## config.mk

```make
export PLATFORM = sky130hd
export DESIGN_NAME = tape_block_reframer_core
export DESIGN_NICKNAME = d
export VERILOG_FILES = /design/src/rtl/tbr_pkg.sv /design/src/rtl/tape_block_reframer_core.sv /design/src/rtl/tbr_parser.sv /design/src/rtl/tbr_emitter.sv
export SDC_FILE = /design/constraint.sdc
export NUM_CORES = 1
export LEC_CHECK = 0
export BUFFER_PORTS_ARGS = -buffer_cell sky130_fd_sc_hd__buf_4
export CAP_MARGIN = 20
export CORE_MARGIN = 1
export CORE_UTILIZATION = 56
export DETAILED_ROUTE_END_ITERATION = 16
export HOLD_SLACK_MARGIN = 0.02
export PLACE_DENSITY_LB_ADDON = 0.3
export SLEW_MARGIN = 15
export SYNTH_ARGS = -nofsm -noshare
export SYNTH_HDL_FRONTEND = slang
export SYNTH_HIERARCHICAL = 1
export SYNTH_SLANG_ARGS = --single-unit
```

## constraint.sdc

```tcl
create_clock -name clk -period 5.23 [get_ports clk]
set_input_delay 0.2615 -clock clk [delete_from_list [all_inputs] [get_ports clk]]
set_output_delay 0.2615 -clock clk [all_outputs]
set_load 0.02 [all_outputs]
```

## src/rtl/tbr_pkg.sv

```systemverilog
`default_nettype none
// ----------------------------------------------------------------------------
// tbr_pkg
// Types and constants shared by the tape block reframer modules.
// ----------------------------------------------------------------------------
package tbr_pkg;

	localparam int FLEN_W   = 24;
	localparam int PAUSE_W  = 16;
	localparam int LEN_W    = 16;
	localparam int BYTE_W   = 8;
	localparam int CFG_W    = 24;
	localparam int CFG_IDX_W = 2;
	localparam int IDX_W    = 4;

	localparam logic [CFG_IDX_W-1:0] REG_FILE_LENGTH = 2'd0;
	localparam logic [CFG_IDX_W-1:0] REG_PAUSE_MS    = 2'd1;

	localparam logic [PAUSE_W-1:0] PAUSE_RESET = 16'd1000;
	localparam logic [BYTE_W-1:0]  BLOCK_ID    = 8'h10;

	// index of the final byte of the signature and header bursts
	localparam logic [IDX_W-1:0] SIG_LAST = 4'd9;
	localparam logic [IDX_W-1:0] HDR_LAST = 4'd4;

	// header byte positions
	localparam logic [IDX_W-1:0] HDR_ID       = 4'd0;
	localparam logic [IDX_W-1:0] HDR_PAUSE_LO = 4'd1;
	localparam logic [IDX_W-1:0] HDR_PAUSE_HI = 4'd2;
	localparam logic [IDX_W-1:0] HDR_LEN_LO   = 4'd3;
	localparam logic [IDX_W-1:0] HDR_LEN_HI   = 4'd4;

	typedef enum logic [2:0] {
		PH_START  = 3'd0,
		PH_LEN_LO = 3'd1,
		PH_LEN_HI = 3'd2,
		PH_DATA   = 3'd3,
		PH_DONE   = 3'd4
	} phase_t;

	typedef enum logic [1:0] {
		BK_SIG  = 2'd0,
		BK_HDR  = 2'd1,
		BK_DATA = 2'd2
	} burst_kind_t;

	// one burst of output bytes caused by one input beat
	typedef struct packed {
		burst_kind_t         kind;
		logic [BYTE_W-1:0]   data;
		logic [PAUSE_W-1:0]  pause;
		logic [LEN_W-1:0]    length;
	} burst_t;

	// container signature: "ZXTape!", 0x1A, major 1, minor 3
	function automatic logic [BYTE_W-1:0] sig_byte(input logic [IDX_W-1:0] i);
		logic [BYTE_W-1:0] b;
		case (i)
			4'd0:    b = 8'h5A;
			4'd1:    b = 8'h58;
			4'd2:    b = 8'h54;
			4'd3:    b = 8'h61;
			4'd4:    b = 8'h70;
			4'd5:    b = 8'h65;
			4'd6:    b = 8'h21;
			4'd7:    b = 8'h1A;
			4'd8:    b = 8'h01;
			4'd9:    b = 8'h03;
			default: b = 8'h00;
		endcase
		return b;
	endfunction

endpackage
`default_nettype wire

```

## src/rtl/tape_block_reframer_core.sv

```systemverilog
`default_nettype none
// ----------------------------------------------------------------------------
// tape_block_reframer_core
// Reframes a raw tape image, a byte per beat, into a container byte stream.
// ----------------------------------------------------------------------------
// Usage:
//  - Input channel (in_valid / in_stall / image_byte): one image byte a beat.
//  - Output channel (out_valid / out_stall / out_byte / run_last): container
//    bytes; run_last marks the final byte caused by one input beat.
//  - Config port (cfg_write / cfg_index / cfg_data): index 0 file_length,
//    index 1 pause_ms; other indexes are dropped. Write only while idle.
//  - First beat: the 10-byte signature; length-high beat with a nonzero
//    length: a 5-byte block header; data beat: one byte; others: none.
//  - Path: a beat's output passes the parser register, then the emitter
//    register, before its first byte appears on the output channel.
//  - Throughput: one beat a cycle while each beat yields at most one byte
//    and out_stall is low; a header or signature holds the emitter to its
//    last byte, and the parser register absorbs one further beat meanwhile.
//  - Output stall: the emitter holds its byte, the parser register fills,
//    then in_stall rises; nothing is lost.
//  - Reset: signature pending, position and counts zero, file_length 0,
//    pause_ms 1000, both channels empty.
// ----------------------------------------------------------------------------
module tape_block_reframer_core #(
	parameter int POSITION_BITS = 24
) (
	input  wire logic                            clk,
	input  wire logic                            arst_n,
	input  wire logic                            in_valid,
	output logic                                 in_stall,
	input  wire logic [tbr_pkg::BYTE_W-1:0]      image_byte,
	output logic                                 out_valid,
	input  wire logic                            out_stall,
	output logic [tbr_pkg::BYTE_W-1:0]           out_byte,
	output logic                                 run_last,
	input  wire logic                            cfg_write,
	input  wire logic [tbr_pkg::CFG_IDX_W-1:0]   cfg_index,
	input  wire logic [tbr_pkg::CFG_W-1:0]       cfg_data
);
	import tbr_pkg::*;

	logic [FLEN_W-1:0]   file_length_q;
	logic [PAUSE_W-1:0]  pause_ms_q;
	logic                burst_valid;
	burst_t              burst;
	logic                burst_take;

	// config registers; take effect at once
	always_ff @(posedge clk or negedge arst_n) begin
		if (!arst_n) begin
			file_length_q <= '0;
			pause_ms_q    <= PAUSE_RESET;
		end else if (cfg_write) begin
			case (cfg_index)
				REG_FILE_LENGTH: file_length_q <= cfg_data[FLEN_W-1:0];
				REG_PAUSE_MS:    pause_ms_q    <= cfg_data[PAUSE_W-1:0];
				default: ;
			endcase
		end
	end

	// framing state and one-deep burst register
	tbr_parser #(
		.POSITION_BITS (POSITION_BITS)
	) u_parser (
		.clk         (clk),
		.arst_n      (arst_n),
		.in_valid    (in_valid),
		.in_stall    (in_stall),
		.image_byte  (image_byte),
		.file_length (file_length_q),
		.pause_ms    (pause_ms_q),
		.burst_valid (burst_valid),
		.burst       (burst),
		.burst_take  (burst_take)
	);

	// byte-per-beat playout of the current burst
	tbr_emitter u_emitter (
		.clk         (clk),
		.arst_n      (arst_n),
		.burst_valid (burst_valid),
		.burst       (burst),
		.burst_take  (burst_take),
		.out_valid   (out_valid),
		.out_stall   (out_stall),
		.out_byte    (out_byte),
		.run_last    (run_last)
	);

endmodule
`default_nettype wire

```

## src/rtl/tbr_parser.sv

```systemverilog
`default_nettype none
// ----------------------------------------------------------------------------
// tbr_parser
// Tracks the image framing and turns each input beat into at most one burst.
// ----------------------------------------------------------------------------
module tbr_parser #(
	parameter int POSITION_BITS = 24
) (
	input  wire logic                          clk,
	input  wire logic                          arst_n,
	input  wire logic                          in_valid,
	output logic                               in_stall,
	input  wire logic [tbr_pkg::BYTE_W-1:0]    image_byte,
	input  wire logic [tbr_pkg::FLEN_W-1:0]    file_length,
	input  wire logic [tbr_pkg::PAUSE_W-1:0]   pause_ms,
	output logic                               burst_valid,
	output tbr_pkg::burst_t                    burst,
	input  wire logic                          burst_take
);
	import tbr_pkg::*;

	localparam int CMP_W = ((POSITION_BITS > FLEN_W) ? POSITION_BITS : FLEN_W) + 1;

	phase_t                    phase_q, phase_d;
	logic [POSITION_BITS-1:0]  pos_q, pos_d, pos_inc;
	logic [LEN_W-1:0]          remain_q, remain_d, remain_dec;
	logic [BYTE_W-1:0]         len_lo_q, len_lo_d;
	logic                      valid_s1;
	burst_t                    burst_s1, burst_d;
	logic                      emit_d;
	logic                      accept;
	phase_t                    eff_phase;
	logic [LEN_W-1:0]          length;
	logic [CMP_W-1:0]          flen_ext, pos_ext, end_sum;

	assign in_stall    = valid_s1 && !burst_take;
	assign accept      = in_valid && !in_stall;
	assign burst_valid = valid_s1;
	assign burst       = burst_s1;

	// saturating position advance
	assign pos_inc    = (pos_q == {POSITION_BITS{1'b1}}) ? pos_q : pos_q + 1'b1;
	assign remain_dec = remain_q - 1'b1;
	assign length     = {image_byte, len_lo_q};
	assign flen_ext   = CMP_W'(file_length);
	assign pos_ext    = CMP_W'(pos_q);
	assign end_sum    = CMP_W'(pos_inc) + CMP_W'(length);
	assign eff_phase  = (phase_q == PH_START) ? PH_LEN_LO : phase_q;

	always_comb begin
		phase_d  = phase_q;
		pos_d    = pos_q;
		remain_d = remain_q;
		len_lo_d = len_lo_q;
		emit_d   = 1'b0;
		burst_d.kind   = BK_SIG;
		burst_d.data   = image_byte;
		burst_d.pause  = pause_ms;
		burst_d.length = length;
		if (phase_q == PH_START) begin
			emit_d = 1'b1;
		end
		case (eff_phase)
			PH_LEN_LO: begin
				if (pos_ext >= flen_ext) begin
					phase_d = PH_DONE;
				end else begin
					len_lo_d = image_byte;
					pos_d    = pos_inc;
					phase_d  = PH_LEN_HI;
				end
			end
			PH_LEN_HI: begin
				pos_d = pos_inc;
				if (length == '0) begin
					phase_d = PH_DONE;
				end else begin
					emit_d       = 1'b1;
					burst_d.kind = BK_HDR;
					if (end_sum >= flen_ext) begin
						burst_d.pause = '0;
					end
					remain_d = length;
					phase_d  = PH_DATA;
				end
			end
			PH_DATA: begin
				emit_d       = 1'b1;
				burst_d.kind = BK_DATA;
				pos_d        = pos_inc;
				remain_d     = remain_dec;
				if (remain_dec == '0) begin
					phase_d = PH_LEN_LO;
				end
			end
			default: begin
				phase_d = PH_DONE;
			end
		endcase
	end

	always_ff @(posedge clk or negedge arst_n) begin
		if (!arst_n) begin
			phase_q  <= PH_START;
			pos_q    <= '0;
			remain_q <= '0;
			len_lo_q <= '0;
			valid_s1 <= 1'b0;
		end else begin
			if (accept) begin
				phase_q  <= phase_d;
				pos_q    <= pos_d;
				remain_q <= remain_d;
				len_lo_q <= len_lo_d;
			end
			if (accept && emit_d) begin
				valid_s1 <= 1'b1;
			end else if (burst_take) begin
				valid_s1 <= 1'b0;
			end
		end
	end

	always_ff @(posedge clk) begin
		if (accept && emit_d) begin
			burst_s1 <= burst_d;
		end
	end

endmodule
`default_nettype wire

```

## src/rtl/tbr_emitter.sv

```systemverilog
`default_nettype none
// ----------------------------------------------------------------------------
// tbr_emitter
// Holds one burst and plays it out a byte per beat on the output channel.
// ----------------------------------------------------------------------------
module tbr_emitter (
	input  wire logic                        clk,
	input  wire logic                        arst_n,
	input  wire logic                        burst_valid,
	input  wire tbr_pkg::burst_t             burst,
	output logic                             burst_take,
	output logic                             out_valid,
	input  wire logic                        out_stall,
	output logic [tbr_pkg::BYTE_W-1:0]       out_byte,
	output logic                             run_last
);
	import tbr_pkg::*;

	logic              busy_q;
	burst_t            burst_q;
	logic [IDX_W-1:0]  idx_q;
	logic [IDX_W-1:0]  last_idx;
	logic              at_last;

	always_comb begin
		case (burst_q.kind)
			BK_SIG:  last_idx = SIG_LAST;
			BK_HDR:  last_idx = HDR_LAST;
			default: last_idx = '0;
		endcase
	end

	assign at_last    = (idx_q == last_idx);
	assign burst_take = burst_valid && (!busy_q || (!out_stall && at_last));
	assign out_valid  = busy_q;
	assign run_last   = at_last;

	always_comb begin
		case (burst_q.kind)
			BK_SIG: out_byte = sig_byte(idx_q);
			BK_HDR: begin
				case (idx_q)
					HDR_ID:       out_byte = BLOCK_ID;
					HDR_PAUSE_LO: out_byte = burst_q.pause[7:0];
					HDR_PAUSE_HI: out_byte = burst_q.pause[15:8];
					HDR_LEN_LO:   out_byte = burst_q.length[7:0];
					HDR_LEN_HI:   out_byte = burst_q.length[15:8];
					default:      out_byte = BLOCK_ID;
				endcase
			end
			default: out_byte = burst_q.data;
		endcase
	end

	always_ff @(posedge clk or negedge arst_n) begin
		if (!arst_n) begin
			busy_q <= 1'b0;
			idx_q  <= '0;
		end else if (burst_take) begin
			busy_q <= 1'b1;
			idx_q  <= '0;
		end else if (busy_q && !out_stall) begin
			if (at_last) begin
				busy_q <= 1'b0;
			end else begin
				idx_q <= idx_q + 1'b1;
			end
		end
	end

	always_ff @(posedge clk) begin
		if (burst_take) begin
			burst_q <= burst;
		end
	end

endmodule
`default_nettype wire

```

==> results of run 1 <==
[state kept, by name, summed over array words and instances (netlist names)]
name                  cells
file_length_q            24
pause_ms_q               16
u_emitter/burst_q        42
u_emitter/idx_q           4
u_emitter/out_valid       1
u_parser/burst           34
u_parser/burst_valid      1
u_parser/len_lo_q         8
u_parser/phase_q          3
u_parser/pos_q           24
u_parser/remain_q        16
[Yosys cell counts (6+ instances only)]
cell,n
o31ai_1,10
nand2_1,42
o31ai_2,10
a21oi_1,69
clkbuf_1,33
nor2b_1,10
nor4_1,13
inv_1,56
a211oi_1,10
xor2_1,17
nand3_1,29
mux2_2,57
a21o_1,18
o2111ai_1,6
edfxtp_1,76
and2_1,6
a222oi_1,8
a31oi_1,7
dfstp_2,6
ha_1,72
and3_1,8
o211ai_1,24
nor2_1,51
nor3_1,18
nand2b_1,11
o21a_1,8
buf_2,9
buf_4,9
nand4_1,19
xnor2_1,42
dfrtp_1,91
o21ai_0,44
[worst min path at each step]
stage / to / slack (ns) / start / depth (start not counted)
6_report: file_length_q[19]$_DFFE_PN0P_ / 0.05 / cfg_data[19] / 2
5_1_grt: file_length_q[19]$_DFFE_PN0P_ / 0.04 / cfg_data[19] / 2
4_1_cts: file_length_q[19]$_DFFE_PN0P_ / 0.04 / cfg_data[19] / 2
3_5_place_dp: u_emitter/idx_q[0]$_DFFE_PN0P_ / 0.31 / arst_n / 1
3_3_place_gp: u_emitter/idx_q[3]$_DFFE_PN0P_ / 0.30 / arst_n / 1
2_1_floorplan: file_length_q[0]$_DFFE_PN0P_ / -0.03 / arst_n / 0
[where the power goes]
group	leakage, nW	internal [W]	total [W]	switching, W
logic	2.90	0.000746	0.00175	0.00100
registers	1.88	0.00166	0.00193	0.000270
clock network	0.299	0.000719	0.00131	0.000586
[stage by stage]
step | worst slack (ns) | instance area (um2) | cells | hold WS, ns
after global routing | -0.130 | 12000 | 1278 | 0.0403
after detailed placement | -0.0646 | 11100 | 1235 | 0.308
after global placement | 0.104 | 11100 | 1235 | 0.302
after CTS | 0.0265 | 11700 | 1268 | 0.0400
after floorplan | 0.00287 | 10400 | 969 | -0.0341
final | 0.0516 | 12000 | 1278 | 0.0514
[cell usage in the layout, fill, tap and decap left out, types with 10 or more instances in the layout]
cell type  Yosys  routed
nor2b_1       10      10
edfxtp_1      76      76
o31ai_1       10      10
nand3_1       29      29
inv_1         56      56
a21o_1        18      18
clkbuf_16      0      18
o31ai_2       10      10
nand2b_1      11      11
xnor2_1       42      41
nor4_1        13      12
xor2_1        17      16
o211ai_1      24      24
a21oi_1       69      59
nand2_1       42      41
mux2_2        57      56
nand4_1       19      19
nor3_1        18      16
buf_4          9     100
dfrtp_1       91      91
ha_1          72      70
a21oi_2        0      10
nor2_1        51      47
o21ai_0       44      42
[timing repair]
| item | 4_1_cts | 5_1_grt |
|---|---|---|
| setup buffers | 0 | 9 |
| setup endpoints to repair | 16 | 16 |
| hold endpoints to repair | 45 | 0 |
| hold buffers | 1 | 0 |
| pin swaps | 0 | 17 |
| resized for setup | 1 | 35 |
[cell families after synthesis]
family	share of synthesized area
AO/OA/AOI/OAI	0.168
XOR/XNOR	0.0499
adder cells (fa/ha/maj)	0.0890
buffers and inverters	0.0475
flip-flops	0.456
multiplexers	0.0673
AND/OR/NAND/NOR	0.123
[cell type report]
cell class | instances | area (um2)
fill | 1371 | 6060
multi-input combinational | 685 | 5350
clock buffer | 19 | 464
timing repair buffer | 103 | 796
clock inverter | 13 | 145
sequential | 173 | 4720
tap | 229 | 287
inverter | 56 | 210
[per-layer routing]
layer  vias up  wire, um
li1       3745         -
met3        46      1670
met2       321     11700
met4         0       495
met5         -         0
met1      3850     11100
==> results.md, run 1 <==
* Die Ht at 138 um
* WP data arrival at 5.47 ns
* Slew headroom at 0.404
* Setup_tns at 0 ns
* Core Area at 18000 um2
* Layout cell share with drive strength beyond 1 at 0.245
* Critical R2R Launch: u_parser/pos_q[14]$_DFFE_PN0P_
* Grt met2 use at 0.427
* Starting Density at 0.574
* Worst EP required at 5.52 ns
* Reg-to-reg slack, setup at 0.05 ns
* YS warnings at 6
* Die Span X at 138 um
* Pwr Total at 0.00499 W
* I/O pin cnt at 50
* Worst setup SP type: flop
* Synth Flop Type: dfrtp_1
* Syn avg cell area at 10.7 um2
* Clock-pin slew on the worst setup and hold paths at 0.07 ns
* ANT nets after route at 0
* Bufs on Longest Clock Path at 2
* Final Setup Violations at 0
* Yosys top cell area share at 0.220
* CP max FO at 16
* Die area at 19000 um2
* Max-cap viol count at 0
* Vias in the first global route at 7329
* Final worst path period share at 0.990
* CTS tree: built
* Worst Setup End Kind: flop
* GR peak layer: met2
* Max stage delay on crit path at 0.36 ns
* Hold WC Path Type: input port to flop
* Cells on worst reg2reg path at 26
* VDD IR max at 0.333 mV
* Final core utilization at 0.664
* Wire per inst at 19.6 um
* Sequential cell area fraction in the yosys report at 0.456
* EDFF count, synth at 76
* CTS root buf: clkbuf_16
* HPWL after DPL at 17700 um
* Initial DRC Count at 764
* WS Path Type: flop to flop
* Port buffer count at 49
* Synth area leader: edfxtp_1
* Fmax at 0.193 GHz
* Worst Setup EP: u_parser/burst[18]$_DFFE_PP_
* DR vias at 7962
* Pin count of the biggest net entering global routing at 53
* Syn Inst Count at 969
* RR Endpoint: u_parser/burst[18]$_DFFE_PP_
* CTS Buf Count at 17
* Worst skew pair latency at 0.44 ns
* Async set-or-reset flop fraction in the synthesized netlist at 0.561
* TritonCTS Sinks at 173
* Run status: completed
* Net Count, Synth at 1081
* Pwr per Cell Area at 417 nW/um2
* Layout area overhead at 15.6%
* Synth top area cells: edfxtp_1, dfrtp_1, ha_1
* Final hold viol count at 0
* Total GRT Usage at 0.270
* Nets at 1148
* Flops & latches, synth at 173
* Vias per inst at 6.23
* GP Congestion at 0.936
* Critical path depth in cells at 26
* Crit path launch: u_parser/pos_q[14]$_DFFE_PN0P_
* Detailed Route WL at 25000 um
* Post-layout min period at 5.18 ns
* Antenna violations before repair at 0
* GR Layer Usage met3 at 0.0479
* ANT cells at 0
* Rows at 49
* Actual slew at the worst max-slew pin at 0.894 ns
* GR met1 Demand/Resource at 0.379
* H-Tree Depth at 4
* Final slew viol count at 0
* DR pass1 iterations at 8
* Synthesized cell area at 10400 um2
* Total gr overflow at 0
* CP most frequent cell: a21oi_1
* Drc violations at 0
* Worst Path Buf+Inv at 3
* Cell variety after synth at 74
* Worst clock skew at 0.0166 ns
* Lkg Pwr at 5.08 nW
* Slowest cell on crit path: ha_1
* First-pass GRT wire length at 38400 um
* CP top delay family: compound AO/OA/AOI/OAI gates
Note: power is estimated with default switching activity, not from simulation.
==> inputs of run 2 (changes only) <==
MAX_ROUTING_LAYER = met4   (was default)
==> run 2 against run 1 <==
Largest cell class unchanged. Worst hold slack worse by 0.0040 ns. Worst setup slack gained 0.0073 ns. Sequential power barely moved. Critical path type unchanged. Global-route usage grew 1.5 points. Routed wire length up 5.0%. Non-clock buffer count grew 7. Sequential cell count did not move.
==> results.md, run 2 (same netlist as run 1, synthesis figures left out) <==
* Critical R2R Launch: u_parser/pos_q[12]$_DFFE_PN0P_
* Max stage delay on crit path at 0.55 ns
* First-pass GRT wire length at 39600 um
* Starting Density at 0.574
* Most flop-heavy register: u_emitter/burst_q
* Pin count of the biggest net entering global routing at 51
* Fill count at 1320
* Final slew viol count at 0
* RSZ-0062 raised after global routing: true
* Actual slew at the worst max-slew pin at 0.894 ns
* WP data arrival at 5.46 ns
* Met1 WL at 11200 um
* Initial DRC Count at 884
* ANT cells at 0
* Layout area overhead at 17.7%
* Reg-to-reg slack, setup at 0.06 ns
* Worst Setup End Kind: flop
* I/O pin cnt at 50
* Antenna violations before repair at 0
* ANT nets after route at 0
* Vias in the first global route at 7446
* Lkg Pwr at 5.13 nW
* Worst hold margin at 0.0474 ns
* Hold wc startpoint: cfg_data[20]
* DR vias at 8114
* DR WL met2 at 12600 um
* CTS Buf Count at 17
* GP Congestion at 0.975
* Worst clock skew at 0.0113 ns
* Met3 Wirelength at 1780 um
* CTS tree: built
* Max-cap viol count at 0
* Most frequent cells in the layout: buf_4, dfrtp_1, edfxtp_1
* Clock-pin slew on the worst setup and hold paths at 0.07 ns
* Worst setup SP type: flop
* Final Setup Violations at 0
* Nets at 1155
* DR pass1 iterations at 7
* Die Span X at 138 um
* Max reg flops at 42
* Final worst path period share at 0.989
* Die area at 19000 um2
* Non-filler cells, final at 1285
* Drc violations at 0
* Wire per inst at 20.4 um
* Run status: completed
* Post-layout min period at 5.17 ns
* Rows at 49
* Final hold viol count at 0
* Pwr per Cell Area at 416 nW/um2
* Layout cell share with drive strength beyond 1 at 0.270
* Detailed Route WL at 26300 um
* TritonCTS Sinks at 173
* Total GRT Usage at 0.285
* Slew headroom at 0.404
* CTS root buf: clkbuf_16
* WS Path Type: flop to flop
* Total gr overflow at 0
* HPWL after DPL at 18000 um
* Hold WC Path Type: input port to flop
* H-Tree Depth at 4
* Highest metal used: met4
* Crit path launch: u_parser/pos_q[12]$_DFFE_PN0P_
* Worst EP required at 5.52 ns
* Die Ht at 138 um
* Commonest non-fill, non-tap cell in the layout: buf_4
* CP max FO at 8
* Worst skew pair latency at 0.44 ns
* Vias per inst at 6.31
* Slowest cell on crit path: or4_4
* Core Area at 18000 um2
* Port buffer count at 49
* Bufs on Longest Clock Path at 2
* VDD IR max at 0.361 mV
* Dpl cells at 1234
* Fmax at 0.193 GHz
[run 2: cell types whose count changed in the layout (fill, tap and decap cells not counted), moves of 3 or more]
cell | previous run | this run
a21oi_1 | 59 | 54
a21oi_4 | 0 | 5
a31oi_1 | 3 | 6
buf_6 | 0 | 4
clkinvlp_4 | 1 | 4
ha_1 | 70 | 66
ha_4 | 0 | 5
inv_6 | 6 | 2
nor2_1 | 47 | 43
nor2_2 | 3 | 7
[run 2: power breakdown]
part / internal [W] / leakage, nW / switching [W] / total, W
Clock: 0.000712 / 0.278 / 0.000569 / 0.00128
Sequential: 0.00166 / 1.88 / 0.000281 / 0.00194
Combinational: 0.000806 / 2.97 / 0.00103 / 0.00184
[run 2: cell type report]
cell class,instances,area (um2),area share
Clock buffer,18,429,0.0352
Multi-Input combinational cell,685,5500,0.451
Timing Repair Buffer,110,881,0.0723
Sequential cell,173,4720,0.387
Inverter,56,210,0.0172
Clock inverter,14,163,0.0133
Tap cell,229,287,0.0235
[run 2: path summary, 6_finish.rpt]
check,endpoint,depth (start not counted)
setup / recovery,u_parser/burst[19]$_DFFE_PP_,26
hold / removal,file_length_q[20]$_DFFE_PN0P_,2
setup reg to reg,u_parser/burst[19]$_DFFE_PP_,26
hold reg to reg,u_emitter/burst_q[23]$_DFFE_PP_,0
max in group asynchronous,file_length_q[6]$_DFFE_PN0P_,3
min in group asynchronous,u_emitter/idx_q[3]$_DFFE_PN0P_,2
[run 2: repair_timing]
item	4_1_cts	5_1_grt
endpoints found under the setup margin	16	16
setup buffers	3	15
resized for setup	3	67
hold endpoints to repair	49	0
gates cloned	0	1
hold buffers	1	0
pin swaps	2	51
[run 2: critical path, delay by kind of cell (launching register included)]
kind	cells	cell delay, ns
AOI/OAI and AO/OA	10	1.55
buffers and inverters	4	0.58
DFF	1	0.37
adders and majority gates	2	0.53
xor gates and xnor gates	1	0.19
and+or+nand+nor	9	1.79
[run 2: per-layer routing]
layer / GRT usage / up-vias
li1: - / 3775
met1: 0.382 / 3965
met2: 0.438 / 321
met3: 0.0537 / 53
met4: 0.0906 / 0
met5: - / -
[run 2: per-stage QoR]
| step | utilization | setup WS (ns) | cell area, um2 | TNS [ns] | power [W] |
|---|---|---|---|---|---|
| floorplan | - | 0.00287 | 10400 | 0 | 0.00309 |
| global placement | 0.615 | 0.0794 | 11100 | 0 | 0.00355 |
| detailed placement | 0.615 | -0.128 | 11100 | -1.24 | 0.00360 |
| CTS | 0.651 | 0.00140 | 11700 | 0 | 0.00490 |
| global route | 0.676 | -0.139 | 12200 | -1.78 | 0.00535 |
| finish | 0.676 | 0.0589 | 12200 | 0 | 0.00506 |
==> inputs of run 3 (changes only) <==
SYNTH_HIERARCHICAL = default   (was 1)
==> run 3 against run 2 <==
Global-route usage rose by 1.1 points. Combinational power rose by 17%. Die area fell by 3.6%. Fmax fell by 0.23%. Largest cell class unchanged. Clock skew fell by 0.00084 ns. Largest power group is now combinational logic. Critical path type unchanged. Sequential power rose by 6%. Critical endpoint is now u_parser.burst[27]$_DFFE_PP_. Sequential cell count fell by 8.
==> results.md, run 3 <==
* Sequential cell area fraction in the yosys report at 0.449
* WS Path Type: flop to flop
* Starting Density at 0.575
* Syn avg cell area at 10.2 um2
* Commonest non-fill, non-tap cell in the layout: buf_4
* Die area at 18400 um2
* ANT cells at 0
* Worst EP required at 5.41 ns
* Nets at 1161
* Run status: completed
* Worst setup SP type: flop
* Synth top cells by count: dfrtp_1, nand2_1, o21ai_0
* Pwr per Cell Area at 471 nW/um2
* RSZ-0062 raised after global routing: true
* Fmax at 0.193 GHz
* CTS Buf Count at 17
* CP max FO at 8
* Drc violations at 0
* Total GRT Usage at 0.296
* I/O pin cnt at 50
* Synth area leader: dfrtp_1
* Combinational power share at 0.395
* Max-cap viol count at 0
* First-pass GRT wire length at 39800 um
* Final hold viol count at 0
* Final instance area at 11600 um2
* Sw frac at 0.397
* Flops & latches, synth at 165
* Initial DRC Count at 753
* Total gr overflow at 0
* Core Area at 17400 um2
* Rows at 48
* EDFF count, synth at 68
* Int Power at 0.00330 W
* Worst clock skew at 0.0105 ns
* Synthesized cell area at 9980 um2
* Async set-or-reset flop fraction in the synthesized netlist at 0.588
* Clock share of power at 0.231
* CTS tree: built
* HPWL after DPL at 18500 um
* Actual slew at the worst max-slew pin at 1.03 ns
* Layout cell share with drive strength beyond 1 at 0.205
* Vias per inst at 6.16
* Synth Flop Type: dfrtp_1
* Lkg Pwr at 4.82 nW
* Worst Setup End Kind: flop
* Reg power frac at 0.374
* Psw at 0.00217 W
* Pin count of the biggest net entering global routing at 51
* H-Tree Depth at 4
* Hold WC Path Type: input port to flop
* Slew headroom at 0.310
* ANT nets after route at 0
* Fill count at 1312
* Antenna violations before repair at 0
* DR pass1 iterations at 8
* Layout area overhead at 16.6%
* DP Worst Slack at 0.0609 ns
* VDD IR max at 0.376 mV
* DR vias at 7931
* Vias in the first global route at 7424
* Clock-pin slew on the worst setup and hold paths at 0.07 ns
* Wire per inst at 20.0 um
* Top-count cell post-synth: dfrtp_1
* Die Ht at 135 um
* Yosys top cell area share at 0.228
* Net Count, Synth at 1086
* WP data arrival at 5.36 ns
* Post-layout min period at 5.18 ns
* Final slew viol count at 0
* Cell variety after synth at 78
* Pwr Total at 0.00548 W
* Port buffer count at 49
* Syn Inst Count at 975
* Synth top area cells: dfrtp_1, edfxtp_1, ha_1
* Final worst path period share at 0.991
* Most frequent cells in the layout: buf_4, dfrtp_1, nand2_1
* GP Congestion at 1.00
* Final worst slack at 0.0470 ns
* Die Span X at 135 um
* Worst skew pair latency at 0.44 ns
* Bufs on Longest Clock Path at 2
* TritonCTS Sinks at 165
* CTS root buf: clkbuf_16
* Placed instance area at 10800 um2
* Detailed Route WL at 25800 um
* YS warnings at 0
* Final Setup Violations at 0
-- run 3: layer usage --
layer	wire length [um]	up-vias	global-route usage
li1	-	3761	-
met3	1680	53	0.0591
met5	0	-	-
met1	11300	3815	0.394
met4	705	0	0.101
met2	12100	302	0.453
-- run 3: critical path, stage by stage, from the launching register on --
cell and delay, ns:
dfrtp_1 0.40, ha_2 0.19, nand4_1 0.15, nor4_4 0.07, buf_4 0.16, a21oi_4 0.20, nor4b_2 0.24, buf_4 0.17
nand3_1 0.11, xnor2_1 0.15, ha_1 0.36, a21o_1 0.21, a21oi_2 0.17, nor2b_1 0.10, a311oi_4 0.43, nor2_1 0.12
xnor2_1 0.16, ha_1 0.30, and4_1 0.24, nand2_2 0.11, a2111oi_4 0.29, nor3_2 0.09, a21boi_2 0.13, buf_4 0.16
clkbuf_16 0.16, nor3b_2 0.05
-- run 3: layout make-up --
cell class	instances	area [um2]	area share
multi-input cells	719	5340	0.459
flip-flops and latches	165	4480	0.385
clock buffers	18	429	0.0369
well taps	225	282	0.0242
inverters	50	188	0.0161
clock inverters	14	158	0.0135
repair buffers	97	764	0.0657
-- run 3: kinds of logic after synthesis --
kind of cell | Yosys count | share of synthesized area
adders and majority gates | 72 | 0.0910
DFF | 165 | 0.449
muxes | 37 | 0.0423
and+or+nand+nor | 319 | 0.177
AOI/OAI and AO/OA | 227 | 0.147
xor gates and xnor gates | 64 | 0.0569
buffers and inverters | 91 | 0.0370
-- run 3: worst paths after layout --
kind | from | endpoint | slack [ns] | cells after the start
max | u_parser.pos_q[1]$_DFFE_PN0P_ | u_parser.burst[27]$_DFFE_PP_ | 0.05 | 25
min | cfg_data[23] | file_length_q[23]$_DFFE_PN0P_ | 0.03 | 3
max reg2reg | u_parser.pos_q[1]$_DFFE_PN0P_ | u_parser.burst[27]$_DFFE_PP_ | 0.05 | 25
min reg2reg | u_parser.burst[13]$_DFFE_PP_ | u_emitter.burst_q[13]$_DFFE_PP_ | 0.41 | 0
max in group asynchronous | arst_n | u_parser.remain_q[2]$_DFFE_PN0P_ | 3.70 | 3
min in group asynchronous | arst_n | pause_ms_q[14]$_DFFE_PN0P_ | 0.38 | 2
-- run 3: stage by stage --
| step | util | hold slack, ns | cells | TNS, ns |
|---|---|---|---|---|
| floorplan | - | -0.0341 | 975 | 0 |
| global placement | 0.623 | 0.317 | 1243 | 0 |
| detailed placement | 0.623 | 0.321 | 1243 | 0 |
| CTS | 0.658 | 0.0249 | 1276 | 0 |
| global route | 0.670 | 0.0338 | 1288 | -1.76 |
| finish | 0.670 | 0.0289 | 1288 | 0 |
-- run 3: timing repair --
action	4_1_cts	5_1_grt
pin swaps	0	10
hold buffers	1	0
setup buffers	0	10
endpoints found under the hold margin	44	0
gates cloned	0	1
gates resized for setup	2	24
setup endpoints to repair	16	16
-- run 3: power groups by stage --
| stage | clock network, W | logic (W) | registers, W |
|---|---|---|---|
| floorplan | 0 | 0.00155 | 0.00192 |
| global route | 0.00133 | 0.00238 | 0.00208 |
| global placement | 0 | 0.00205 | 0.00205 |
| finish | 0.00127 | 0.00216 | 0.00205 |
| detailed placement | 0 | 0.00208 | 0.00206 |
| CTS | 0.00127 | 0.00210 | 0.00204 |
